### src/rtl/laser_line_peak_search_top_assert.svh
// assertion macros for the peak search block, clocked on clk, reset by rst
`ifndef LASER_LINE_PEAK_SEARCH_TOP_ASSERT_SVH
`define LASER_LINE_PEAK_SEARCH_TOP_ASSERT_SVH

`ifndef SYNTHESIS
// checked outside reset
`define LLPS_ASSERT(name, prop) \
  name: assert property (@(posedge clk) disable iff (rst) prop) \
    else $error("llps check failed");
// checked during reset too
`define LLPS_ASSERT_ALWAYS(name, prop) \
  name: assert property (@(posedge clk) prop) \
    else $error("llps check failed");
`else
`define LLPS_ASSERT(name, prop)
`define LLPS_ASSERT_ALWAYS(name, prop)
`endif

`endif

### src/rtl/llps_pkg.sv
`timescale 1ns / 1ps
package llps_pkg;

  localparam int MAX_DIM_DEF = 2048;
  localparam int PIX_W       = 8;
  localparam int STEP_W      = 8;
  localparam int SIZE_W      = 12;
  localparam int LINE_OUT_W  = 11;
  localparam int POS_W       = 12;
  localparam int IN_DATA_W   = 8;
  localparam int OUT_DATA_W  = 24;
  localparam int CFG_IDX_W   = 3;
  localparam int CFG_DATA_W  = 12;

  // register indexes
  localparam logic [CFG_IDX_W-1:0] CFG_THRESHOLD       = 3'd0;
  localparam logic [CFG_IDX_W-1:0] CFG_MAX_LINE_WIDTH  = 3'd1;
  localparam logic [CFG_IDX_W-1:0] CFG_STEP_X          = 3'd2;
  localparam logic [CFG_IDX_W-1:0] CFG_STEP_Y          = 3'd3;
  localparam logic [CFG_IDX_W-1:0] CFG_MAIN_HORIZONTAL = 3'd4;
  localparam logic [CFG_IDX_W-1:0] CFG_IMAGE_WIDTH     = 3'd5;
  localparam logic [CFG_IDX_W-1:0] CFG_IMAGE_HEIGHT    = 3'd6;

  // register reset values
  localparam logic [PIX_W-1:0]  RST_THRESHOLD      = 8'd230;
  localparam logic [SIZE_W-1:0] RST_MAX_LINE_WIDTH = 12'd20;
  localparam logic [STEP_W-1:0] RST_STEP_X         = 8'd10;
  localparam logic [STEP_W-1:0] RST_STEP_Y         = 8'd1;
  localparam logic              RST_MAIN_HORIZ     = 1'b1;
  localparam logic [SIZE_W-1:0] RST_IMAGE_WIDTH    = 12'd2048;
  localparam logic [SIZE_W-1:0] RST_IMAGE_HEIGHT   = 12'd2048;

  typedef struct packed {
    logic sampled;
    logic is_first;
    logic is_last;
    logic frame_end;
  } scan_flags_t;

  typedef struct packed {
    logic                  frame_last;
    logic                  found;
    logic [POS_W-1:0]      position_x2;
    logic [LINE_OUT_W-1:0] line_index;
  } result_t;

  function automatic logic [STEP_W-1:0] next_phase(input logic [STEP_W-1:0] p,
                                                   input logic [STEP_W-1:0] s);
    logic [STEP_W:0] inc;
    inc = {1'b0, p} + (STEP_W + 1)'(1);
    return (inc >= {1'b0, s}) ? '0 : inc[STEP_W-1:0];
  endfunction

  function automatic logic [STEP_W-1:0] eff_step(input logic [STEP_W-1:0] s);
    return (s == '0) ? STEP_W'(1) : s;
  endfunction

endpackage

### src/rtl/llps_scan.sv
`timescale 1ns / 1ps
module llps_scan #(
  parameter int MAX_DIM = llps_pkg::MAX_DIM_DEF,
  localparam int CW = $clog2(MAX_DIM),
  localparam int SW = (CW + 1 > 13) ? CW + 1 : 13
) (
  input  logic                      clk,
  input  logic                      rst,
  input  logic                      advance,
  input  logic                      frame_start,
  input  logic [llps_pkg::STEP_W-1:0] step_x,
  input  logic [llps_pkg::STEP_W-1:0] step_y,
  input  logic [SW-1:0]             width,
  input  logic [SW-1:0]             height,
  input  logic                      main_horizontal,
  output logic [CW-1:0]             line,
  output logic [CW-1:0]             idx,
  output llps_pkg::scan_flags_t     flags
);
  import llps_pkg::*;

  logic [CW-1:0]     col, row, col_next, row_next;
  logic [STEP_W-1:0] cph, rph, cph_next, rph_next;
  logic [CW-1:0]     cur_col, cur_row;
  logic [STEP_W-1:0] cur_cph, cur_rph;
  logic              col_wrap, row_wrap, col_last, row_last;

  // a frame start puts this pixel at the origin
  assign cur_col = frame_start ? '0 : col;
  assign cur_row = frame_start ? '0 : row;
  assign cur_cph = frame_start ? '0 : cph;
  assign cur_rph = frame_start ? '0 : rph;

  assign col_wrap = (SW'(cur_col) + SW'(1)) >= width;
  assign row_wrap = (SW'(cur_row) + SW'(1)) >= height;
  assign col_last = (SW'(cur_col) + SW'(step_x)) >= width;
  assign row_last = (SW'(cur_row) + SW'(step_y)) >= height;

  always_comb begin
    flags.sampled = (cur_cph == '0) && (cur_rph == '0);
    if (main_horizontal) begin
      line            = cur_col;
      idx             = cur_row;
      flags.is_first  = (cur_row == '0);
      flags.is_last   = row_last;
      flags.frame_end = col_last;
    end else begin
      line            = cur_row;
      idx             = cur_col;
      flags.is_first  = (cur_col == '0);
      flags.is_last   = col_last;
      flags.frame_end = row_last;
    end
  end

  always_comb begin
    col_next = cur_col + CW'(1);
    row_next = cur_row;
    cph_next = next_phase(cur_cph, step_x);
    rph_next = cur_rph;
    if (col_wrap) begin
      col_next = '0;
      cph_next = '0;
      if (row_wrap) begin
        row_next = '0;
        rph_next = '0;
      end else begin
        row_next = cur_row + CW'(1);
        rph_next = next_phase(cur_rph, step_y);
      end
    end
  end

  always_ff @(posedge clk) begin
    if (rst) begin
      col <= '0;
      row <= '0;
      cph <= '0;
      rph <= '0;
    end else if (advance) begin
      col <= col_next;
      row <= row_next;
      cph <= cph_next;
      rph <= rph_next;
    end
  end

endmodule

### config.mk
export PLATFORM = sky130hd
export DESIGN_NAME = llps_scan
export DESIGN_NICKNAME = d
export VERILOG_FILES = /design/src/rtl/laser_line_peak_search_top_assert.svh /design/src/rtl/llps_pkg.sv /design/src/rtl/llps_scan.sv
export SDC_FILE = /design/constraint.sdc
export NUM_CORES = 1
export LEC_CHECK = 0
export ABC_CLOCK_PERIOD_IN_PS = 8150
export BUFFER_PORTS_ARGS = -buffer_cell sky130_fd_sc_hd__buf_2
export CAP_MARGIN = 20
export CORE_AREA = 2 2 118 120
export DETAILED_ROUTE_END_ITERATION = 6
export DIE_AREA = 0 0 120 122
export RECOVER_POWER = 50
export SLEW_MARGIN = 20
export SYNTH_ARGS = -nofsm -noshare
export SYNTH_HDL_FRONTEND = slang
export SYNTH_SLANG_ARGS = --single-unit
### constraint.sdc
create_clock -name clk -period 8.15 [get_ports clk]
set_input_delay 1.63 -clock clk [delete_from_list [all_inputs] [get_ports clk]]
set_output_delay 1.63 -clock clk [all_outputs]
set_load 0.1 [all_outputs]
# Word-level counts from Yosys, hierarchy flattened
# Cells that the tools add are included.
totals:
  register_bits: 38
  input_bits: 47
  out_inout_bits: 26
  elab_cells: 38
op_classes:
  add_sub_neg: 8
  magnitude_cmp: 6
  mux: 15
  n_reduce_logical: 5
ops:
  columns: ["cell", "n"]
  rows:
  - ["2-to-1 mux 11 bit", 7]
  - ["2-to-1 mux 8 bit", 7]
  - ["greater-or-equal comparator 12 x 13 -> 1 bit", 4]
  - ["adder 11 x 1 -> 12 bit, second input constant", 2]
  - ["adder 11 x 8 -> 12 bit", 2]
  - ["adder 11 x 1 -> 11 bit, second input constant", 2]
  - ["zero test 11 bit", 2]
  - ["adder 8 x 1 -> 9 bit, second input constant", 2]
  - ["greater-or-equal comparator 9 x 8 -> 1 bit", 2]
  - ["zero test 8 bit", 2]
  - ["2-to-1 mux 3 bit", 1]
  - ["logical AND 1 bit", 1]

# Depth between registers and ports, before layout
# Gate-level depths: netlist of run 1.
logic_depth:
  depth_word: 6
  ltp_mapped: 23
  ltp_nobuf: 19

# Worst setup path after synthesis of run 1
# No wires, ideal clock.
synth_path:
  kind: "input -> output"
  startpoint: "input port frame_start"
  endpoint: "output port flags[1] (netlist bit)"
  t_arrival_ns: 6.317
  t_required_ns: 6.520
  slack_ns: 0.203
  stages: 21
  path_buffers: 4
  cell_sequence: "buf_6 > buf_2 > buf_2 > buf_2 > nor2b_1 > ha_1 > ha_1 > a21oi_1 > o21ai_0 > o211ai_1 > o32a_1 > o21ai_2 > xor2_1 > ha_1 > and4_1 > a21oi_1 > nand2_1 > a31oi_1 > o21ai_0 > nand3_1 > a22oi_1"
synth_rtl:
  columns: ["item", "line", "rtl"]
  rows:
  - ["start: declaration", "llps_scan.sv:10", "input logic frame_start,"]
  - ["end: declaration", "llps_scan.sv:18", "output llps_pkg::scan_flags_t flags"]

==> impl_summary.md, run 1 <==
Status
The flow ran to the end, but the final reports show violations. The checks that failed: max-capacitance violations, max-slew violations.

Place
At the end of routability-driven placement, the weighted congestion stood at between 0.9 and 1. After legalization and detailed placement, the total HPWL measured roughly 11 mm. The worst setup slack after placement is 0.823 ns. In this run the tool buffered the top-level ports with around 70 buffer cells.

Synth
The synthesis warning total is 0. The cell count after synthesis is 700. The number of library cell types mapped by synthesis is 73.

Each instance of the synthesized netlist takes up on average 7.55 sq um. The number of enable-type register cells in the synthesized netlist is 0. Sequential cells were found to cover between 10% and 20% of the synthesized design area.

Among all flip-flop cells after synthesis, the most frequent one is sky130_fd_sc_hd__dfxtp_1. The register bit count reported by yosys is 38. In this run the cell area of the synthesized design comes to about 5300 sq um.

The share of synthesized flip-flops with an asynchronous set or reset is 0%. The synthesized net count is approximately 830.

Timing
Setup repair after global routing left no endpoint under its margin. The post-route fraction of the period consumed by the critical path is between 80% and 90%. Once routing completed, OpenROAD measured the worst setup slack at 0.856 ns. The actual transition at the worst max-transition pin is around 1.6 ns. In the final timing run, aggregate negative setup slack is 0 ns. The worst pin sits at a relative slew slack of -6.48%. The highest attainable clock frequency is about 140 MHz. For the finished layout, the period the worst path requires is between 7 and 8 ns.

The max-slew violation count came to 33. The final-layout worst hold slack is around 0.51 ns. The final count of hold timing violations is 0. The number of failing setup endpoints in the final timing report is 0. The largest clock skew in the final design is 0.00614 ns.

Power and ir drop
The portion of total power attributed to the clock network is a little under two fifths. Net switching is 32.1% of the power. The proportion of power drawn by combinational gates is between 20% and 30%.

Power comes to around 0.53 mW. The worst IR drop on VDD is around 0.057 mV. The internal power of the cells totals ~0.36 mW.

Power spread over the standard cell area amounts to slightly above 90 nW/um^2. In this run the power spent charging and discharging nets is approximately 0.17 mW. The sequential share of power is a little over a third.

The static leakage power is 2.67 nW.

Clock tree
After clock tree synthesis, the clock-pin slew on the worst setup and hold paths is 0.06 ns. The number of gates resized after CTS was 0. The buffer cell driving the clock tree root is sky130_fd_sc_hd__clkbuf_16. Buffers inserted to repair hold after CTS numbered 0.

For the worst-skew pair, the clock arrives at the later sink with an insertion delay of between 0.2 and 0.3 ns. No sink is reached through more buffers than the 2 on the longest clock path. In this run the post-CTS setup repair buffer count came out at 0. Clock tree synthesis found a total of 38 sinks. The H-tree was split into 2 levels. TritonCTS built the clock tree. The number of buffers added by the clock tree synthesis step is 5.

Floorplanning
The floorplan step set the die height to 122 um. The row count is 43. The placeable core region is ~14000 sq um. The die covers 14600 sq um. The initial cell density of the core is ~39%.

For this design the top-level I/O count stands at 73. The width of the chip is between 100 and 150 um.

Route
The final antenna-violating net count is 0. The number of DRC markers in iteration 0 is ~290. The routed via count is about 5000. Using the TritonRoute via totals, the vias-per-cell ratio works out to roughly 5.4. Dividing the detail-routed wire length by the instance count gives 15.5 um. The first TritonRoute pass finished after 4 iterations.

After detailed routing, the total wire length is around 14 mm. The DRC violation count after routing is 0.

Final layout
Measured on the finished design, the core utilization comes to between 40% and 50%. Compared with the post-synthesis result, the final layout area differs by 9.45%. The antenna diode instance count is 0. Cells with a size suffix above 1 make up roughly an eighth of the layout. The filler cell count in the final layout is approximately 1400. After the last flow step, the layout net total stands at 865.

Setup path
The type of the setup path with the least slack is in2out. The peak fanout along the critical path is 25. The critical path required time is approximately 6.5 ns. The worst setup path is captured at a primary output. The arrival time at the worst endpoint is 5.66 ns. The worst setup path is launched from a primary input.

Global routing
The overflow left after global routing is 0. The via count of the first global-routing pass is around 4800. The initial antenna violation count is 0.

Entering global routing, the biggest net connects 42 pins. In the global route stage, overall resource usage came out at around 20%. The first global-routing pass estimated approximately 24 mm of wire.

Run
The number of violations of the max-capacitance limit is 1.

Hold path
The class of the most critical hold timing path is reg2reg.
[power groups by stage]
stage / combinational, mW / clock, mW / sequential (mW)
global route: 0.150 / 0.213 / 0.191
CTS: 0.135 / 0.208 / 0.191
detailed placement: 0.134 / 0 / 0.195
floorplan: 0.100 / 0 / 0.193
global placement: 0.131 / 0 / 0.195
finish: 0.133 / 0.202 / 0.191
[final timing paths]
path                                  start  endpoint  slack, ns  depth (start not counted)
worst max register to register       col[0]    cph[4]       3.73                         17
worst min register to register       cph[1]    cph[1]       0.51                          1
worst max-delay path            frame_start  flags[1]       0.86                         18
worst min-delay path                 cph[1]    cph[1]       0.51                          1
[layout make-up]
cell class / count / area [sq um] / area share, %
clock inverter: 2 / 12.5 / 0.216
timing repair buffer: 76 / 363 / 6.27
multi-input combinational: 560 / 4070 / 70.4
clock buffer: 6 / 139 / 2.40
inverter: 57 / 214 / 3.70
tap: 180 / 225 / 3.89
sequential: 38 / 761 / 13.2
[cell families (layout without fill, tap and decap cells)]
group	count (synthesis)	in the layout	synth area share [%]
multiplexers	19	19	3.74
AO/OA/AOI/OAI	163	163	21.8
AND/OR/NAND/NOR	247	247	24.2
adder cells (fa/ha/maj)	80	80	18.9
flip-flops	38	38	14.4
buffers and inverters	102	141	8.55
XOR/XNOR	51	51	8.45
[stage by stage]
| step | std cells | cell area [sq um] |
|---|---|---|
| 4_1_cts | 919 | 5810 |
| 2_1_floorplan | 700 | 5280 |
| 6_report | 919 | 5780 |
| 3_3_place_gp | 911 | 5660 |
| 3_5_place_dp | 911 | 5660 |
| 5_1_grt | 919 | 5780 |
[synthesized netlist by cell type, types with 6 or more instances]
cell | number | area share, %
sky130_fd_sc_hd__xor2_1 | 19 | 3.1
sky130_fd_sc_hd__nor4_1 | 6 | 0.71
sky130_fd_sc_hd__a22o_1 | 22 | 3.6
sky130_fd_sc_hd__clkbuf_1 | 11 | 0.78
sky130_fd_sc_hd__a21oi_1 | 44 | 4.2
sky130_fd_sc_hd__xnor2_1 | 32 | 5.3
sky130_fd_sc_hd__a311oi_1 | 6 | 0.99
sky130_fd_sc_hd__nor2_1 | 72 | 5.1
sky130_fd_sc_hd__o21ai_0 | 25 | 2.4
sky130_fd_sc_hd__nor2b_1 | 18 | 2.1
sky130_fd_sc_hd__nand2_1 | 32 | 2.3
sky130_fd_sc_hd__nor3_1 | 9 | 0.85
sky130_fd_sc_hd__nand2b_1 | 26 | 3.1
sky130_fd_sc_hd__inv_1 | 57 | 4.0
sky130_fd_sc_hd__nand3_1 | 42 | 4.0
sky130_fd_sc_hd__a21o_1 | 13 | 1.8
sky130_fd_sc_hd__buf_2 | 21 | 2.0
sky130_fd_sc_hd__dfxtp_1 | 38 | 14
sky130_fd_sc_hd__mux2i_1 | 16 | 3.0
sky130_fd_sc_hd__ha_1 | 80 | 19
sky130_fd_sc_hd__and3_1 | 11 | 1.3
[metal layers]
metal,GRT usage (%),share of wire [%]
met1,26.2,47
met3,1.87,3.6
met2,34.6,48
met5,0,0
met4,3.97,0.88
[sequential cells by signal, indices dropped and copies added, names as in the netlist]
signal  cells
rph         8
col        11
cph         8
row        11
[cell usage in the layout (no fill, tap or decap), types with 3 or more instances in the layout]
cell type,instances
sky130_fd_sc_hd__inv_1,57
sky130_fd_sc_hd__a21oi_1,44
sky130_fd_sc_hd__and4_1,3
sky130_fd_sc_hd__a22oi_1,4
sky130_fd_sc_hd__nand2b_1,26
sky130_fd_sc_hd__o21ai_0,25
sky130_fd_sc_hd__nor2_1,73
sky130_fd_sc_hd__buf_4,4
sky130_fd_sc_hd__o21ai_2,4
sky130_fd_sc_hd__clkbuf_1,22
sky130_fd_sc_hd__mux2i_1,16
sky130_fd_sc_hd__a211oi_1,3
sky130_fd_sc_hd__a21o_1,13
sky130_fd_sc_hd__nor3_1,9
sky130_fd_sc_hd__nand4b_1,3
sky130_fd_sc_hd__ha_1,80
sky130_fd_sc_hd__o211ai_1,4
sky130_fd_sc_hd__xnor2_1,32
sky130_fd_sc_hd__nand4_1,5
sky130_fd_sc_hd__o22ai_1,5
sky130_fd_sc_hd__o2111ai_1,3
sky130_fd_sc_hd__a21oi_2,3
sky130_fd_sc_hd__nand3_1,42
sky130_fd_sc_hd__and3_1,11
sky130_fd_sc_hd__a311oi_1,6
sky130_fd_sc_hd__xor2_1,19
sky130_fd_sc_hd__nand2_1,32
sky130_fd_sc_hd__or3_1,3
sky130_fd_sc_hd__dfxtp_1,38
sky130_fd_sc_hd__a22o_1,22
sky130_fd_sc_hd__buf_2,50
sky130_fd_sc_hd__clkbuf_16,5
sky130_fd_sc_hd__nor2b_1,18
sky130_fd_sc_hd__nor4_1,6
sky130_fd_sc_hd__a31oi_1,5
[critical path, stage by stage]
cell,delay [ns]
sky130_fd_sc_hd__buf_2,0.37
sky130_fd_sc_hd__nand2b_1,0.22
sky130_fd_sc_hd__inv_1,0.11
sky130_fd_sc_hd__xnor2_1,0.14
sky130_fd_sc_hd__ha_1,0.23
sky130_fd_sc_hd__a21oi_1,0.16
sky130_fd_sc_hd__a21oi_1,0.09
sky130_fd_sc_hd__or3_4,0.40
sky130_fd_sc_hd__and3_4,0.20
sky130_fd_sc_hd__a21o_1,0.18
sky130_fd_sc_hd__a21oi_2,0.14
sky130_fd_sc_hd__mux2i_1,0.20
sky130_fd_sc_hd__nor2_1,0.06
sky130_fd_sc_hd__ha_1,0.20
sky130_fd_sc_hd__or4_1,0.46
sky130_fd_sc_hd__o21ai_0,0.38
sky130_fd_sc_hd__a22oi_1,0.12
sky130_fd_sc_hd__buf_2,0.37
Note: power is estimated with default switching activity, not from simulation.
==> run 2: changes to the inputs <==
--- a/config.mk
+++ b/config.mk
@@ -13,2 +13,3 @@
 export DIE_AREA = 0 0 120 122
+export GPL_ROUTABILITY_DRIVEN = 0
 export RECOVER_POWER = 50
@@ -18 +19,2 @@
 export SYNTH_SLANG_ARGS = --single-unit
+export TNS_END_PERCENT = 1
==> constraint.sdc (replaced) <==
create_clock -name clk -period 8.15 [get_ports clk]
set_input_delay 0.815 -clock clk [delete_from_list [all_inputs] [get_ports clk]]
set_output_delay 0.815 -clock clk [all_outputs]
set_load 0.1 [all_outputs]
==> run 2 against run 1 <==
Compared with the run above: the run still ends with max-capacitance violations, max-slew violations left; clock power is 4% lower; sequential power hardly changed; combinational power is essentially flat; final area shrank 0.61%; global-route usage about the same; critical path depth decreased by 1; clock-buffer cell count unchanged; hold slack lost 0.022 ns; worst setup slack improved by 1.1 ns; critical endpoint unchanged; largest power group unchanged.
==> impl_summary.md, run 2 (synthesis results as in run 1) <==
Timing
The final-layout worst hold slack is 0.488 ns (was 0.510 ns). The largest clock skew in the final design is 0.00411 ns (was 0.00614 ns). The highest attainable clock frequency is 162 MHz (was 137 MHz). The worst slew margin relative to its limit is -9.69% (was -6.48%). The final critical-path required period is 6.16 ns (was 7.29 ns).

The number of failing setup endpoints in the final timing report is 0 (unchanged). The final-layout setup total negative slack is 0 ns (unchanged). The post-route fraction of the period consumed by the critical path is 75.6% (was 89.5%). The max-slew violation count is 33 (unchanged). The final count of hold timing violations is 0 (unchanged). Unrepaired setup endpoints after global routing: no (unchanged). The actual transition at the worst max-transition pin came to 1.65 ns (was 1.60 ns).

Hold path
The end point of the most critical hold path was col[0] (was cph[1]). The number of cells on the worst hold path was 2 (was 1). The source of the worst hold timing path is col[0] (was cph[1]). The class of the most critical hold timing path is reg2reg (unchanged).

Final layout
The layout overhead on the synthesized area was 8.79% (was 9.45%). The final design utilization is 42.6% (was 42.8%). The fraction of layout instances using a drive strength above 1 is 11.2% (was 11.9%). The area occupied by multi-input gates is 4070 sq um (about the same). The most common cell after layout, fill and taps aside is sky130_fd_sc_hd__ha_1 (unchanged).

The antenna diode instance count is 0 (unchanged). The filler cell count in the final layout is 1408 (was 1411). Largest registers ranked by flip-flop count: col x11, row x11 (unchanged). Most used cells in the layout excluding fill and tap cells: sky130_fd_sc_hd__ha_1, sky130_fd_sc_hd__nor2_1, sky130_fd_sc_hd__inv_1 (unchanged). The final instance area came to 5750 sq um (was 5780 sq um). The area taken by flip-flops and latches is 761 sq um (unchanged). The total number of nets in the final design was 862 (was 865).

Route
The DRC violation count after routing is 0 (unchanged). The number of detailed-route iterations in the first pass is 4 (unchanged). The final antenna-violating net count is 0 (unchanged). The wire length after detailed routing was 14.2 mm (about the same). The ratio of routed vias to standard cells came to 5.49 (was 5.43).

The routed length per instance is 15.5 um (about the same). The routed via count is 5020 (was 4992). The number of DRC markers in iteration 0 is 277 (was 286).

Power and ir drop
The overall power is 0.517 mW (was 0.526 mW). The worst IR drop on VDD is 0.0666 mV (was 0.0569 mV). The total power per unit cell area is 90.0 nW/um^2 (was 90.9 nW/um^2).

The static leakage power is 2.64 nW (was 2.67 nW).

Clock tree
The post-CTS setup repair buffer count is 0 (unchanged). The buffer cell driving the clock tree root is sky130_fd_sc_hd__clkbuf_16 (unchanged). The number of clock sinks was 38 (unchanged). The number of H-tree levels was 2 (unchanged).

The clock input transition at the sequential cells of the worst setup and hold paths is 0.05 ns (was 0.06 ns). The hold buffer count at cts is 0 (unchanged). The maximum buffer depth of the clock tree came to 2 (unchanged). The post-cts resize count is 0 (unchanged). The TritonCTS clock tree is yes (unchanged). The clock latency of the later-clocked register in the worst-skew pair is 0.28 ns (was 0.29 ns). The number of buffers added by the clock tree synthesis step is 5 (unchanged).

Setup path
The critical path required time is 7.34 ns (was 6.52 ns). The internal reg-to-reg setup slack is 3.69 ns (was 3.73 ns). The depth of the worst register-to-register path is 16 (was 17). The sort of element at the end of the critical path is a primary output (unchanged). In this design, the critical path's most frequently occurring cell is sky130_fd_sc_hd__ha_1. The slowest cell on the critical path is sky130_fd_sc_hd__clkbuf_1 (was sky130_fd_sc_hd__or4_1). The critical register-to-register path startpoint is col[0] (unchanged). The endpoint of the most critical register-to-register path is cph[0] (was cph[4]).

The arrival time at the worst endpoint is 5.35 ns (was 5.66 ns). The delay contributed by the slowest stage of the critical path came to 0.69 ns (was 0.46 ns). The peak fanout along the critical path is 23 (was 25).

The type of the setup path with the least slack is in2out (unchanged). Crit-path cells: clkbuf_1, nor2b_1, ha_1, ha_1, a21oi_1, a21oi_1, or3_4, and3_4, a21o_1, a21oi_2, mux2i_1, nor2_1, ha_1, or4_1, o21ai_0, a22oi_1, buf_2 (was buf_2, nand2b_1, inv_1, xnor2_1, ha_1, a21oi_1, a21oi_1, or3_4, and3_4, a21o_1, a21oi_2, mux2i_1, nor2_1, ha_1, or4_1, o21ai_0, a22oi_1, buf_2). The startpoint class of the critical path is a primary input (unchanged).

Floorplanning
The width of the chip is 120 um (unchanged). The placeable core region is 13500 sq um (unchanged). The initial cell density of the core is 39.1% (unchanged). The die extent in y is 122 um (unchanged).

The number of placed I/O pins is 73 (unchanged). The area enclosed by the die boundary is 14600 sq um (unchanged). The row count is 43 (unchanged).

Status
Violated checks: max-capacitance violations, max-slew violations (unchanged). Run status: finished, violations left (unchanged).

Global routing
The global-route wire length before repair is 23.5 mm (was 23.6 mm). The via count of the first global-routing pass is 4708 (was 4824). The overflow left after global routing was 0 (unchanged). The initial antenna violation count was 0 (unchanged). The pin count of the biggest net entering global routing is 67 (was 42). The total routing usage reported by global routing is 19.7% (about the same).

Place
The post-place instance area was 5640 sq um (was 5660 sq um). The count of input and output buffers came to 72 (unchanged). The post-detailed-placement half-perimeter wirelength came to 11.4 mm (was 11.5 mm).

Run
The number of violations of the max-capacitance limit came to 1 (unchanged).
run 2: layer usage:
| layer | vias to the layer above | wire length (um) | track usage (%) |
|---|---|---|---|
| li1 | 2554 | - | - |
| met1 | 2321 | 6680 | 27.1 |
| met2 | 129 | 6730 | 32.7 |
| met3 | 16 | 541 | 1.78 |
| met4 | 0 | 232 | 5.51 |
| met5 | - | 0 | 0 |
run 2: metrics by stage:
step,worst slack [ns],std cells
floorplan,1.83,700
global placement,2.51,908
detailed placement,2.42,908
CTS,2.42,914
global route,1.55,914
finish,1.99,914
run 2: worst max-delay path by stage:
stage	endpoint	cells past startpoint	from	slack, ns
floorplan	flags[1]	21	frame_start	1.83
global placement	flags[0]	16	frame_start	2.51
detailed placement	flags[0]	16	frame_start	2.42
CTS	flags[0]	16	frame_start	2.42
global route	flags[1]	16	frame_start	1.55
finish	flags[1]	17	frame_start	1.99
run 2: final cells by class:
type / count / share of cell area (%)
clock buffer: 6 / 2.42
timing repair buffer: 73 / 5.88
sequential: 38 / 13.2
multi-input combinational: 560 / 70.8
inverter: 57 / 3.72
tap: 180 / 3.92
run 2: critical path, delay by kind of cell:
kind / cells / cell delay, ns
buffers and inverters: 2 / 1.06
multiplexers: 1 / 0.20
AND/OR/NAND/NOR: 5 / 1.38
AO/OA/AOI/OAI: 6 / 1.07
adder cells (fa/ha/maj): 3 / 0.80
run 2: report_power, final:
group          switching, mW  leakage (nW)  internal (mW)  total (mW)
clock                 0.0747        0.0688          0.118       0.193
combinational         0.0856          2.26         0.0476       0.133
sequential           0.00318         0.307          0.188       0.191
