**src/rtl/laser_line_peak_search_top_assert.svh**
```systemverilog
// assertion macros for the peak search block, clocked on clk, reset by rst
`ifndef LASER_LINE_PEAK_SEARCH_TOP_ASSERT_SVH
`define LASER_LINE_PEAK_SEARCH_TOP_ASSERT_SVH

`ifndef SYNTHESIS
// checked outside reset
`define LLPS_ASSERT(name, prop) \
  name: assert property (@(posedge clk) disable iff (rst) prop) \
    else $error("llps check failed");
// checked during reset too
`define LLPS_ASSERT_ALWAYS(name, prop) \
  name: assert property (@(posedge clk) prop) \
    else $error("llps check failed");
`else
`define LLPS_ASSERT(name, prop)
`define LLPS_ASSERT_ALWAYS(name, prop)
`endif

`endif

```
**src/rtl/llps_pkg.sv**
```systemverilog
`timescale 1ns / 1ps
package llps_pkg;

  localparam int MAX_DIM_DEF = 2048;
  localparam int PIX_W       = 8;
  localparam int STEP_W      = 8;
  localparam int SIZE_W      = 12;
  localparam int LINE_OUT_W  = 11;
  localparam int POS_W       = 12;
  localparam int IN_DATA_W   = 8;
  localparam int OUT_DATA_W  = 24;
  localparam int CFG_IDX_W   = 3;
  localparam int CFG_DATA_W  = 12;

  // register indexes
  localparam logic [CFG_IDX_W-1:0] CFG_THRESHOLD       = 3'd0;
  localparam logic [CFG_IDX_W-1:0] CFG_MAX_LINE_WIDTH  = 3'd1;
  localparam logic [CFG_IDX_W-1:0] CFG_STEP_X          = 3'd2;
  localparam logic [CFG_IDX_W-1:0] CFG_STEP_Y          = 3'd3;
  localparam logic [CFG_IDX_W-1:0] CFG_MAIN_HORIZONTAL = 3'd4;
  localparam logic [CFG_IDX_W-1:0] CFG_IMAGE_WIDTH     = 3'd5;
  localparam logic [CFG_IDX_W-1:0] CFG_IMAGE_HEIGHT    = 3'd6;

  // register reset values
  localparam logic [PIX_W-1:0]  RST_THRESHOLD      = 8'd230;
  localparam logic [SIZE_W-1:0] RST_MAX_LINE_WIDTH = 12'd20;
  localparam logic [STEP_W-1:0] RST_STEP_X         = 8'd10;
  localparam logic [STEP_W-1:0] RST_STEP_Y         = 8'd1;
  localparam logic              RST_MAIN_HORIZ     = 1'b1;
  localparam logic [SIZE_W-1:0] RST_IMAGE_WIDTH    = 12'd2048;
  localparam logic [SIZE_W-1:0] RST_IMAGE_HEIGHT   = 12'd2048;

  typedef struct packed {
    logic sampled;
    logic is_first;
    logic is_last;
    logic frame_end;
  } scan_flags_t;

  typedef struct packed {
    logic                  frame_last;
    logic                  found;
    logic [POS_W-1:0]      position_x2;
    logic [LINE_OUT_W-1:0] line_index;
  } result_t;

  function automatic logic [STEP_W-1:0] next_phase(input logic [STEP_W-1:0] p,
                                                   input logic [STEP_W-1:0] s);
    logic [STEP_W:0] inc;
    inc = {1'b0, p} + (STEP_W + 1)'(1);
    return (inc >= {1'b0, s}) ? '0 : inc[STEP_W-1:0];
  endfunction

  function automatic logic [STEP_W-1:0] eff_step(input logic [STEP_W-1:0] s);
    return (s == '0) ? STEP_W'(1) : s;
  endfunction

endpackage

```
**src/rtl/llps_update.sv**
```systemverilog
`timescale 1ns / 1ps
module llps_update #(
  parameter int MAX_DIM = llps_pkg::MAX_DIM_DEF,
  localparam int CW = $clog2(MAX_DIM),
  localparam int SW = (CW + 1 > 13) ? CW + 1 : 13,
  localparam int DW = llps_pkg::PIX_W + 2 * CW
) (
  input  logic                        clk,
  input  logic                        rst,
  input  logic                        take,
  output logic                        in_ready,
  input  logic [llps_pkg::PIX_W-1:0]  pixel,
  input  logic [CW-1:0]               line,
  input  logic [CW-1:0]               idx,
  input  llps_pkg::scan_flags_t       flags,
  input  logic [llps_pkg::PIX_W-1:0]  threshold,
  input  logic [llps_pkg::SIZE_W-1:0] max_line_width,
  input  logic [DW-1:0]               rd_data,
  output logic                        wr_en,
  output logic [CW-1:0]               wr_addr,
  output logic [DW-1:0]               wr_data,
  output logic                        out_valid,
  input  logic                        out_ready,
  output llps_pkg::result_t           result
);
  import llps_pkg::*;

  logic              s1_valid, s1_first, s1_last, s1_fend;
  logic [PIX_W-1:0]  s1_pix;
  logic [CW-1:0]     s1_line, s1_idx;
  logic              fwd_sel;
  logic [DW-1:0]     fwd_data;
  logic              go;
  logic [DW-1:0]     entry;
  logic [PIX_W-1:0]  peak, peak_next;
  logic [CW-1:0]     first, last, first_next, last_next, gap;
  logic [CW:0]       pos_sum;
  logic              found;

  assign go       = !out_valid || out_ready;
  assign in_ready = !s1_valid || go;

  // entry written on the edge that read it comes from the bypass
  assign entry = fwd_sel ? fwd_data : rd_data;
  assign peak  = entry[DW-1 -: PIX_W];
  assign first = entry[2*CW-1 -: CW];
  assign last  = entry[CW-1:0];
  assign gap   = (first > s1_idx) ? first - s1_idx : s1_idx - first;

  always_comb begin
    peak_next  = peak;
    first_next = first;
    last_next  = last;
    if (s1_first || (s1_pix > peak)) begin
      peak_next  = s1_pix;
      first_next = s1_idx;
      last_next  = s1_idx;
    end else if ((s1_pix == peak) && (SW'(gap) <= SW'(max_line_width))) begin
      last_next = s1_idx;
    end
  end

  assign pos_sum = {1'b0, first_next} + {1'b0, last_next};
  assign found   = peak_next > threshold;

  assign wr_en   = s1_valid && go;
  assign wr_addr = s1_line;
  assign wr_data = {peak_next, first_next, last_next};

  always_ff @(posedge clk) begin
    if (rst) begin
      s1_valid  <= 1'b0;
      out_valid <= 1'b0;
    end else begin
      if (take) begin
        s1_valid <= flags.sampled;
      end else if (go) begin
        s1_valid <= 1'b0;
      end
      if (go) begin
        out_valid <= s1_valid && s1_last;
      end
    end
  end

  always_ff @(posedge clk) begin
    if (take && flags.sampled) begin
      s1_pix   <= pixel;
      s1_line  <= line;
      s1_idx   <= idx;
      s1_first <= flags.is_first;
      s1_last  <= flags.is_last;
      s1_fend  <= flags.frame_end;
      fwd_sel  <= wr_en && (wr_addr == line);
      fwd_data <= wr_data;
    end
    if (go && s1_valid && s1_last) begin
      result.line_index  <= LINE_OUT_W'(s1_line);
      result.position_x2 <= found ? POS_W'(pos_sum) : '0;
      result.found       <= found;
      result.frame_last  <= s1_fend;
    end
  end

endmodule

```
**config.mk**
```make
export PLATFORM = sky130hd
export DESIGN_NAME = llps_update
export DESIGN_NICKNAME = d
export VERILOG_FILES = /design/src/rtl/laser_line_peak_search_top_assert.svh /design/src/rtl/llps_pkg.sv /design/src/rtl/llps_update.sv
export SDC_FILE = /design/constraint.sdc
export NUM_CORES = 1
export LEC_CHECK = 0
export ABC_CLOCK_PERIOD_IN_PS = 6350
export BUFFER_PORTS_ARGS = -buffer_cell sky130_fd_sc_hd__buf_2
export CORE_UTILIZATION = 40
export DETAILED_ROUTE_END_ITERATION = 10
export HOLD_SLACK_MARGIN = 0.02
export PLACE_DENSITY = 0.76
export SLEW_MARGIN = 10
export SYNTH_ARGS = -nofsm -noshare
export SYNTH_HDL_FRONTEND = slang
export SYNTH_SLANG_ARGS = --single-unit
```
**constraint.sdc**
```tcl
create_clock -name clk -period 6.35 [get_ports clk]
set_input_delay 0.635 -clock clk [delete_from_list [all_inputs] [get_ports clk]]
set_output_delay 0.635 -clock clk [all_outputs]
set_load 0.05 [all_outputs]
```
### Word level (Yosys, flattened, before mapping)

Cells that the tools add are included.

* add/sub/neg operators: 3
* equality and inequality tests: 2
* order comparisons: 4
* multiplexer cells: 8
* reduce and logical (&&, ||, !) cells: 12

Operators with widths (count)
* $mux 11: 4
* $mux 30: 1
* $sub 11x11->11: 2
* $gt 8x8->1: 2
* $add 11x11->12: 1
* $le 11x12->1: 1
* $eq 11x11->1: 1
* $gt 11x11->1: 1
* $eq 8x8->1: 1
* $mux 8: 1
* $logic_and 1x1->1: 6
* $logic_or 1x1->1: 3
* $logic_not 1->1: 2
* $mux 1: 2
* $reduce_bool 2->1: 1

* logic and storage cells: 43
* register bits: 91
* bits of input ports: 88
* output and inout bits: 69

### Logic depth before layout (Yosys ltp)

Gate-level depths: netlist of run 1.

* depth in word-level cells: 8
* depth in mapped cells: 29

### Worst setup path before layout of run 1

Ideal clock, no wire load.

* path kind: register to register
* from: register fwd_sel
* to: register result[21] (netlist name) (data pin)
* setup time: 257 ps
* required time: 6093 ps
* stages on the path, launching flop included: 29
* arrival time: 6371 ps
* path buffers: 4
* period minus slack after synthesis: 6628 ps
* slack: -278 ps
* cells stage by stage: edfxtp_1 clkbuf_1 mux2_2 ha_1 buf_6 a21o_1 a31o_1 and2_4 a31oi_2 buf_6 mux2i_1 xor2_1 ha_1 a211oi_1 nor3_1 nor4_1 nor4_1 o21ai_2 buf_4 mux2i_1 ha_1 inv_1 fa_1 nor2b_1 o2111ai_1 nand3_1 a41oi_1 xor2_1 nor2_1

* word-level cells in the longest chain between the ends: 8
* elaborated cells on any way between the ends: 16

Ends and longest elaborated chain
* start: declaration: RTL line llps_update.sv:31 `logic fwd_sel;`
* start signal: assignment: RTL line llps_update.sv:94 `fwd_sel <= wr_en && (wr_addr == line);`
* $mux 30 *: RTL line llps_update.sv:44 `assign entry = fwd_sel ? fwd_data : rd_data;`
* $sub 11x11->11 / $gt 11x11->1 (equally long branches): RTL line llps_update.sv:48 `assign gap = (first > s1_idx) ? first - s1_idx : s1_idx - first;`
* $mux 11: RTL line llps_update.sv:48
* $le 11x12->1: RTL line llps_update.sv:58 `end else if ((s1_pix == peak) && (SW'(gap) <= SW'(max_line_width))) begin`
* $logic_and 1x1->1: RTL line llps_update.sv:58
* $mux 11: RTL line llps_update.sv:58
* $mux 11 *: RTL line llps_update.sv:54 `if (s1_first || (s1_pix > peak)) begin`
* via wr_data[0]: RTL line llps_update.sv:21 `output logic [DW-1:0] wr_data,`
* $add 11x11->12 *: RTL line llps_update.sv:63 `assign pos_sum = {1'b0, first_next} + {1'b0, last_next};`
* end: declaration: RTL line llps_update.sv:24 `output llps_pkg::result_t result`

Mark *: on every way through the listed nets, which the timed path passes. The rest lies on a longest branch.
A chain may end at the register's enable or synchronous reset.

### Final worst setup path of run 1

* from: register fwd_sel
* to: register result[21] (netlist name) (data pin)

* word-level cells in the longest chain between the ends: 8
* elaborated cells on any way between the ends: 16

Ends and longest elaborated chain (RTL line)
* $mux 30 *: llps_update.sv:44
* $sub 11x11->11 / $gt 11x11->1 (equally long branches): llps_update.sv:48
* $mux 11: llps_update.sv:48
* $le 11x12->1: llps_update.sv:58
* $logic_and 1x1->1: llps_update.sv:58
* $mux 11: llps_update.sv:58
* $mux 11: llps_update.sv:54
* $add 11x11->12: llps_update.sv:63

Mark *: on every way between the ends. The rest lies on a longest branch, timed or not.

==> metrics.md, run 1 <==
| Metric | Value |
|---|---|
| Initial antenna violation count | 0 |
| Rows | 43 |
| Worst setup skew after layout | 0.00790 ns |
| Met2 wire length | 7080 um |
| Most frequent standard cell in the layout excluding fill and tap cells | sky130_fd_sc_hd__buf_2 |
| Max transition margin | 36.0% |
| H-tree depth | 3 |
| CP max FO | 13 |
| Remaining number of nets flagged by the antenna check after routing | 0 |
| Share of synthesized area occupied by flip-flops and latches | 46.7% |
| Final worst slack | about 0.25 ns |
| Vertical die dimension | 123 um |
| Leading register cell type out of synthesis | sky130_fd_sc_hd__edfxtp_1 |
| Number of enable flip-flop cells after synthesis | 89 |
| Highest-count cells in the layout ignoring fill and taps | 156 x sky130_fd_sc_hd__buf_2, 89 x sky130_fd_sc_hd__edfxtp_1, 59 x sky130_fd_sc_hd__ha_1, 58 x sky130_fd_sc_hd__inv_1, 52 x sky130_fd_sc_hd__mux2i_1 |
| Slowest cell on crit path | sky130_fd_sc_hd__fa_1 |
| TritonCTS clock tree | done |
| Routed len/inst | between 15 and 20 um |
| Number of synthesized register bits | 91 |
| Total GRT Usage | between 10% and 20% |
| Power density over the cells | 252 nW/um^2 |
| Ant diodes | 0 |
| # IOs | 157 |
| Top cell family by delay on the critical path | compound AO/OA/AOI/OAI gates |
| Vias in the first global route | 4,475 |
| Routability Congestion | 0.865 |
| Total wire length | 14,000 um |
| Critical path launch point | fwd_sel |
| Final cycle utilization of the critical path | 96.1% |
| Post-synthesis cell count | just under 500 |
| Synthesized net count | 643 |
| Transition time of the tightest slew-check pin | 0.959 ns |
| Share of post-route cells with drive strength above 1 | 33.6% |
| Length in cells of the worst reg-to-reg path | 27 |
| Run status | finished, final reports clean |
| Port Buf Inserts | 156 |
| Layout Area Growth over Synthesis | 23.4% |
| Per-instance average area after synthesis | 11.8 sq um |
| Die Footprint | 15,000 sq um |
| Top cells by area, synth | sky130_fd_sc_hd__edfxtp_1 46%, sky130_fd_sc_hd__ha_1 13%, sky130_fd_sc_hd__mux2i_1 9.6% |
| Worst hold path type | reg -> reg |
| Cell mode on critical path | sky130_fd_sc_hd__ha_1 |
| CP bufs+invs | 4 |
| Maximum clock frequency | around 160 MHz |
| Final number of max-transition violations | 0 |
| Length of the first detailed-routing pass in iterations | 4 |
| Distinct cell type count of the synthesized netlist | 56 |
| Max incr delay on CP | 0.39 ns |
| Setup TNS | 0 ns |
| Leak | 3.24 nW |
| Worst setup endpoint | result[21] |
| Placed wire-length estimate | 11,300 um |
| Worst-case vdd ir drop | 0.000168 V |
| Data required time at the worst endpoint | 6.43 ns |
| Post-synth top area share | between 40% and 50% |
| Critical register-to-register path startpoint | fwd_sel |
| Total length of routed met3 wires | just over 900 um |
| Max-cap violations | 0 |
| # clock sinks | a little over 90 |
| Max clock buf depth | 2 |
| GR Overflow Total | 0 |
| RR Endpoint | result[21] |
| Effective utilization at floorplan | 41.4% |
| Met1 wire length | approximately 5800 um |
| Number of DRC violations after detailed-routing iteration 0 | 159 |
| Yosys Warn Count | 0 |
| Number of design rule violations left after detail routing | 0 |
| Arrival time of the worst setup path | ~6.2 ns |
| Total power | ~1.8 mW |
| Area of the mapped netlist | approximately 5800 sq um |
| Via total after detailed routing | 4,346 |
| Worst slack at placement | -0.0470 ns |
| Startpoint kind of the worst setup timing path | flip-flop |
| Total setup violations reported at the end of the flow | 0 |
| DR vias/cell | 5.14 |
| Clock transition at the register clock pins on the worst setup and hold paths after CTS | 0.06 ns |
| Clock latency at the later pin of the worst-skew pair | approximately 0.33 ns |
| Async SR Flop Fraction | 0% |
| Slack of the worst reg-to-reg path | 0.25 ns |
| Setup repair after global routing missed its margin | yes |
| WS Path Type | reg -> reg |
| Root Buffer | sky130_fd_sc_hd__clkbuf_16 |
| Final #Nets | about 800 |
| Die Wd | 123 um |
| Worst setup EP type | flip-flop |
| Cell type with the largest total area after synthesis | sky130_fd_sc_hd__edfxtp_1 |
| Global-route wire length before repair | between 20,000 and 25,000 um |
| Floorplan core area | 14,000 sq um |
| Final hold vios | 0 |
| Number of fill cells in the layout | 1,205 |
| Number of gates on the worst path with buffers counted | 27 |
| TritonCTS buffer count | 9 |
| Max Used Layer | met4 |
| Pin count of the biggest net entering global routing | 36 |
| Crit path time final | 6.10 ns |
-- sequential cells by signal, indices dropped and copies added, names as in the netlist --
name / count
fwd_data: 30
s1_valid: 1
result: 25
s1_first: 1
s1_last: 1
fwd_sel: 1
out_valid: 1
wr_addr: 11
s1_fend: 1
s1_idx: 11
s1_pix: 8
-- worst register-to-register path: cells and delay by family, from the launching register on --
kind | cells | cell delay [ns]
AOI/OAI and AO/OA | 7 | 1.79
and+or+nand+nor | 7 | 0.90
muxes | 3 | 0.79
buffers and inverters | 4 | 0.50
adders and majority gates | 4 | 1.17
DFF | 1 | 0.36
xor gates and xnor gates | 2 | 0.36
-- synth_stat cells (all sizes together) (4+ instances only) --
| cell type | number |
|---|---|
| nand3 | 8 |
| a31oi | 6 |
| and4 | 4 |
| o21a | 6 |
| ha | 59 |
| mux2i | 56 |
| xnor2 | 12 |
| buf | 12 |
| a21o | 9 |
| o21ai | 13 |
| nand2 | 12 |
| nand2b | 6 |
| a21oi | 18 |
| nor2b | 12 |
| inv | 58 |
| xor2 | 15 |
| edfxtp | 89 |
| and2 | 6 |
| nor3 | 11 |
| nor2 | 26 |
| mux2 | 17 |
-- stage by stage --
stage               instance area (sq um)  util, %  instances  hold slack, ns
floorplan                            5820        -        493           0.400
global placement                     6830     48.6        828           0.401
detailed placement                   6830     48.6        828           0.408
CTS                                  7090     50.5        844           0.423
global route                         7170     51.0        846           0.445
finish                               7170     51.0        846           0.427
-- cell families (layout without fill, tap and decap cells) --
| group | Yosys count | after routing | synth area share (%) |
|---|---|---|---|
| fa+ha+maj | 62 | 62 | 13.7 |
| compound gates | 71 | 71 | 8.21 |
| flops | 91 | 91 | 46.7 |
| xor+xnor | 27 | 27 | 4.07 |
| mux | 73 | 73 | 12.9 |
| buf+inv | 71 | 244 | 5.28 |
| simple gates | 98 | 98 | 9.07 |
-- routing by layer --
layer / vias to the layer above / track usage (%)
met5: - / 0
met4: 0 / 6.40
met3: 20 / 5.07
met2: 146 / 33.9
met1: 2051 / 22.7
li1: 2129 / -
-- what timing repair did --
action | 4_1_cts | 5_1_grt
resized for setup | 0 | 12
setup buffers | 0 | 2
setup endpoints to repair | 0 | 14
hold buffers | 0 | 0
-- layout make-up --
class	count	area, sq um	area share [%]
Multi-Input combinational cell	331	2860	39.9
Sequential cell	91	2710	37.8
Timing Repair Buffer	170	890	12.4
Clock buffer	9	225	3.14
Tap cell	180	225	3.14
Inverter	58	218	3.04
Clock inverter	7	35.0	0.489
-- power breakdown --
part / internal, mW / switching (mW) / total, mW
logic: 0.229 / 0.390 / 0.619
clock network: 0.259 / 0.208 / 0.468
registers: 0.705 / 0.0139 / 0.719
total: 1.19 / 0.612 / 1.81
-- how the worst min path moves through the flow --
stage / startpoint / to / cells past startpoint
6_report: s1_fend / result[24] / 0
5_1_grt: s1_fend / result[24] / 0
4_1_cts: s1_fend / result[24] / 0
3_5_place_dp: s1_fend / result[24] / 0
3_3_place_gp: s1_fend / result[24] / 0
2_1_floorplan: s1_fend / result[24] / 0
Note: power is estimated with default switching activity, not from simulation.
==> run 2, diff against run 1 <==
Settings changed: CELL_PAD_IN_SITES_DETAIL_PLACEMENT set to 1, CELL_PAD_IN_SITES_GLOBAL_PLACEMENT set to 2, CORE_UTILIZATION 40 to 34, PLACE_DENSITY 0.76 to 0.92.
==> run 2 against run 1 <==
Effect of this change: first-iteration DRC count is 17% lower; global-route usage is 0.33 points higher; cell area is 3.2% higher; via count is 2.3% higher; power is 12% higher; routed wire length is 20% higher; core utilization is 6.6 points lower; maximum frequency is 0.95% higher; worst setup slack better by 0.057 ns; die area is 17% higher; sequential power hardly changed; critical path type unchanged.
==> metrics.md, run 2 (synthesized netlist as in run 1, its figures left out) <==
| Metric | Value |
|---|---|
| Max transition margin | 58.7% (+23 points) |
| Leak | 3.32 nW (+2.4%) |
| DR vias/cell | 4.98 (-3.0%) |
| Gate power share | 32.4% (-1.9 points) |
| Final hold vios | 0 (unchanged) |
| Clock transition at the register clock pins on the worst setup and hold paths after CTS | 0.07 ns (about the same) |
| # IOs | 157 (unchanged) |
| Post-cts hold buffer count | 0 (unchanged) |
| Routed len/inst | 19.0 um (+14%) |
| Sequential power share | 35.7% (-4.1 points) |
| Max-cap violations | 0 (unchanged) |
| Max clock buf depth | 2 (unchanged) |
| Most frequent standard cell in the layout excluding fill and tap cells | sky130_fd_sc_hd__buf_2 |
| Number of gates on the worst path with buffers counted | 26 (-3.7%) |
| Worst slack at placement | -0.0303 ns (+0.0167 ns) |
| Cell internal pwr | 1.35 mW (+13%) |
| # clock sinks | 91 (unchanged) |
| Number of design rule violations left after detail routing | 0 (unchanged) |
| Slowest cell on crit path | sky130_fd_sc_hd__edfxtp_1 |
| Pin count of the biggest net entering global routing | 44 (+22%) |
| Floorplan core area | 16,600 sq um (+19%) |
| Effective utilization at floorplan | 34.9% (-6.5 points) |
| Power density over the cells | 272 nW/um^2 (+8.1%) |
| Rows | 47 (+9.3%) |
| Maximum clock frequency | 165 MHz (+0.95%) |
| Clock latency at the later pin of the worst-skew pair | 0.35 ns (+0.02 ns) |
| Global-route wire length before repair | 26,600 um (+21%) |
| Total GRT Usage | 19.6% (+0.33 points) |
| WS Path Type | reg -> reg |
| Number of DRC violations after detailed-routing iteration 0 | 132 (-17%) |
| Length in cells of the worst reg-to-reg path | 26 (-3.7%) |
| GR Overflow Total | 0 (unchanged) |
| CP max FO | 19 (+6) |
| Proportion of total power due to net switching | 33.2% (-0.66 points) |
| Hold Path Sink | result[24] |
| Placed wire-length estimate | 13,400 um (+19%) |
| Die Wd | 133 um (+8.3%) |
| Worst hold path type | reg -> reg |
| Vertical die dimension | 133 um (+8.3%) |
| Worst setup skew after layout | 0.0121 ns (+0.00416 ns) |
| Transition time of the tightest slew-check pin | 0.619 ns (-0.340 ns) |
| Cell mode on critical path | sky130_fd_sc_hd__ha_1 |
| CP bufs+invs | 4 (unchanged) |
| Initial antenna violation count | 1 (+1) |
| Final cycle utilization of the critical path | 95.2% (-0.90 points) |
| Final number of max-transition violations | 0 (unchanged) |
| Port Buf Inserts | 156 (unchanged) |
| Switching power of the nets | 670 uW (+9.4%) |
| Clock group share of total power | 31.9% (+6.0 points) |
| Vias in the first global route | 4,922 (+10%) |
| RR Endpoint | result[21] |
| Worst hold path startpoint | s1_fend |
| Critical register-to-register path startpoint | fwd_sel |
| Data required time at the worst endpoint | 6.45 ns (+0.02 ns) |
| H-tree depth | 3 (unchanged) |
| Highest-count cells in the layout ignoring fill and taps | 155 x sky130_fd_sc_hd__buf_2, 89 x sky130_fd_sc_hd__edfxtp_1, 58 x sky130_fd_sc_hd__inv_1, 56 x sky130_fd_sc_hd__ha_1, 53 x sky130_fd_sc_hd__mux2i_1 |
| Number of flip-flops under the largest register name | 30 (unchanged) |
| Via total after detailed routing | 4,445 (+2.3%) |
| Run status | finished, final reports clean |
| Crit path time final | 6.04 ns (-0.0572 ns) |
| Layout Area Growth over Synthesis | 27.4% |
| Final instance count without filler cells | 892 (+5.4%) |
| Routability Congestion | 0.879 (+1.5%) |
| Slack of the worst reg-to-reg path | 0.31 ns (+0.06 ns) |
| TritonCTS buffer count | 9 (unchanged) |
| Total wire length | 16,900 um (+20%) |
| Length of the first detailed-routing pass in iterations | 4 (unchanged) |
| Arrival time of the worst setup path | 6.15 ns (-0.03 ns) |
| Die Footprint | 17,600 sq um (+17%) |
| Final worst slack | 0.306 ns (+0.0572 ns) |
| Max incr delay on CP | 0.38 ns (about the same) |
| Placed Instances | 871 (+5.2%) |
| Largest registers | fwd_data (30), result (25) |
| Root Buffer | sky130_fd_sc_hd__clkbuf_16 |
| Top cell family by delay on the critical path | compound AO/OA/AOI/OAI gates |
| Number of cells on the worst hold path | 0 (unchanged) |
| Top register by number of flip-flops | fwd_data |
| Worst setup EP type | flip-flop |
| Startpoint kind of the worst setup timing path | flip-flop |
| Remaining number of nets flagged by the antenna check after routing | 0 (unchanged) |
| TritonCTS clock tree | done |
| Total setup violations reported at the end of the flow | 0 (unchanged) |
| Final #Nets | 816 (+0.62%) |
| Worst-case vdd ir drop | 0.000129 V (-23%) |
| Share of post-route cells with drive strength above 1 | 34.7% (+1.1 points) |
run 2: cell types whose count changed in the layout (fill, tap and decap cells not counted), moves of 2 or more:
cell | before | now
sky130_fd_sc_hd__bufinv_16 | 0 | 3
sky130_fd_sc_hd__clkinv_2 | 3 | 0
sky130_fd_sc_hd__nor4_2 | 2 | 0
sky130_fd_sc_hd__ha_1 | 59 | 56
sky130_fd_sc_hd__nor4_1 | 1 | 3
sky130_fd_sc_hd__mux2i_2 | 4 | 2
sky130_fd_sc_hd__inv_6 | 0 | 3
sky130_fd_sc_hd__buf_4 | 13 | 17
sky130_fd_sc_hd__ha_2 | 0 | 2
sky130_fd_sc_hd__clkinv_1 | 3 | 0
sky130_fd_sc_hd__buf_12 | 0 | 2
run 2: what timing repair did:
action,4_1_cts,5_1_grt
pin swaps,0,3
endpoints found under the hold margin,0,0
buffers inserted,0,4
setup endpoints to repair,2,9
gates cloned,0,0
gates resized for setup,1,16
run 2: how the worst max path moves through the flow:
| stage | from | endpoint | slack (ns) |
|---|---|---|---|
| 2_1_floorplan | fwd_sel | result[21] | 0.01 |
| 3_3_place_gp | rd_data[15] | result[18] | 0.19 |
| 3_5_place_dp | rd_data[15] | result[22] | -0.03 |
| 4_1_cts | fwd_sel | result[22] | 0.04 |
| 5_1_grt | fwd_sel | result[21] | -0.01 |
| 6_report | fwd_sel | result[21] | 0.31 |
run 2: per-layer routing:
metal / routed length [um] / track usage [%] / up-vias
met4: 309 / 7.41 / 0
met3: 725 / 3.49 / 17
li1: - / - / 2134
met5: 0 / 0 / -
met1: 7290 / 23.8 / 2183
met2: 8600 / 34.6 / 111
run 2: cell type report:
class                      count  area, sq um
inverter                      58          218
antenna                        1         2.50
timing repair buffer         175          955
clock inverter                 6          116
sequential                    91         2710
fill                        1841         9240
tap                          220          275
multi-input combinational    331         2880
clock buffer                  10          239
run 2: stage by stage:
step	util (%)	power (mW)	cell area, sq um	hold slack [ns]	TNS (ns)
2_1_floorplan	-	1.18	5820	0.400	0
3_3_place_gp	41.6	1.34	6930	0.411	0
3_5_place_dp	41.6	1.36	6930	0.420	-0.0564
4_1_cts	43.8	2.01	7290	0.421	0
5_1_grt	44.4	2.10	7400	0.442	-0.0129
6_report	44.5	2.02	7400	0.420	0
run 2: worst register-to-register path: cells and delay by family (launching register included):
kind,cells,cell delay [ns]
and+or+nand+nor,7,1.01
AOI/OAI and AO/OA,7,1.61
adders and majority gates,3,0.93
DFF,1,0.38
muxes,3,0.92
xor gates and xnor gates,2,0.28
buffers and inverters,4,0.68
run 2: power groups by stage:
stage | registers [mW] | clock network, mW | logic, mW
after floorplan | 0.760 | 0 | 0.421
final | 0.720 | 0.643 | 0.652
after global placement | 0.730 | 0 | 0.607
after detailed placement | 0.733 | 0 | 0.631
after CTS | 0.720 | 0.651 | 0.640
after global routing | 0.723 | 0.669 | 0.709
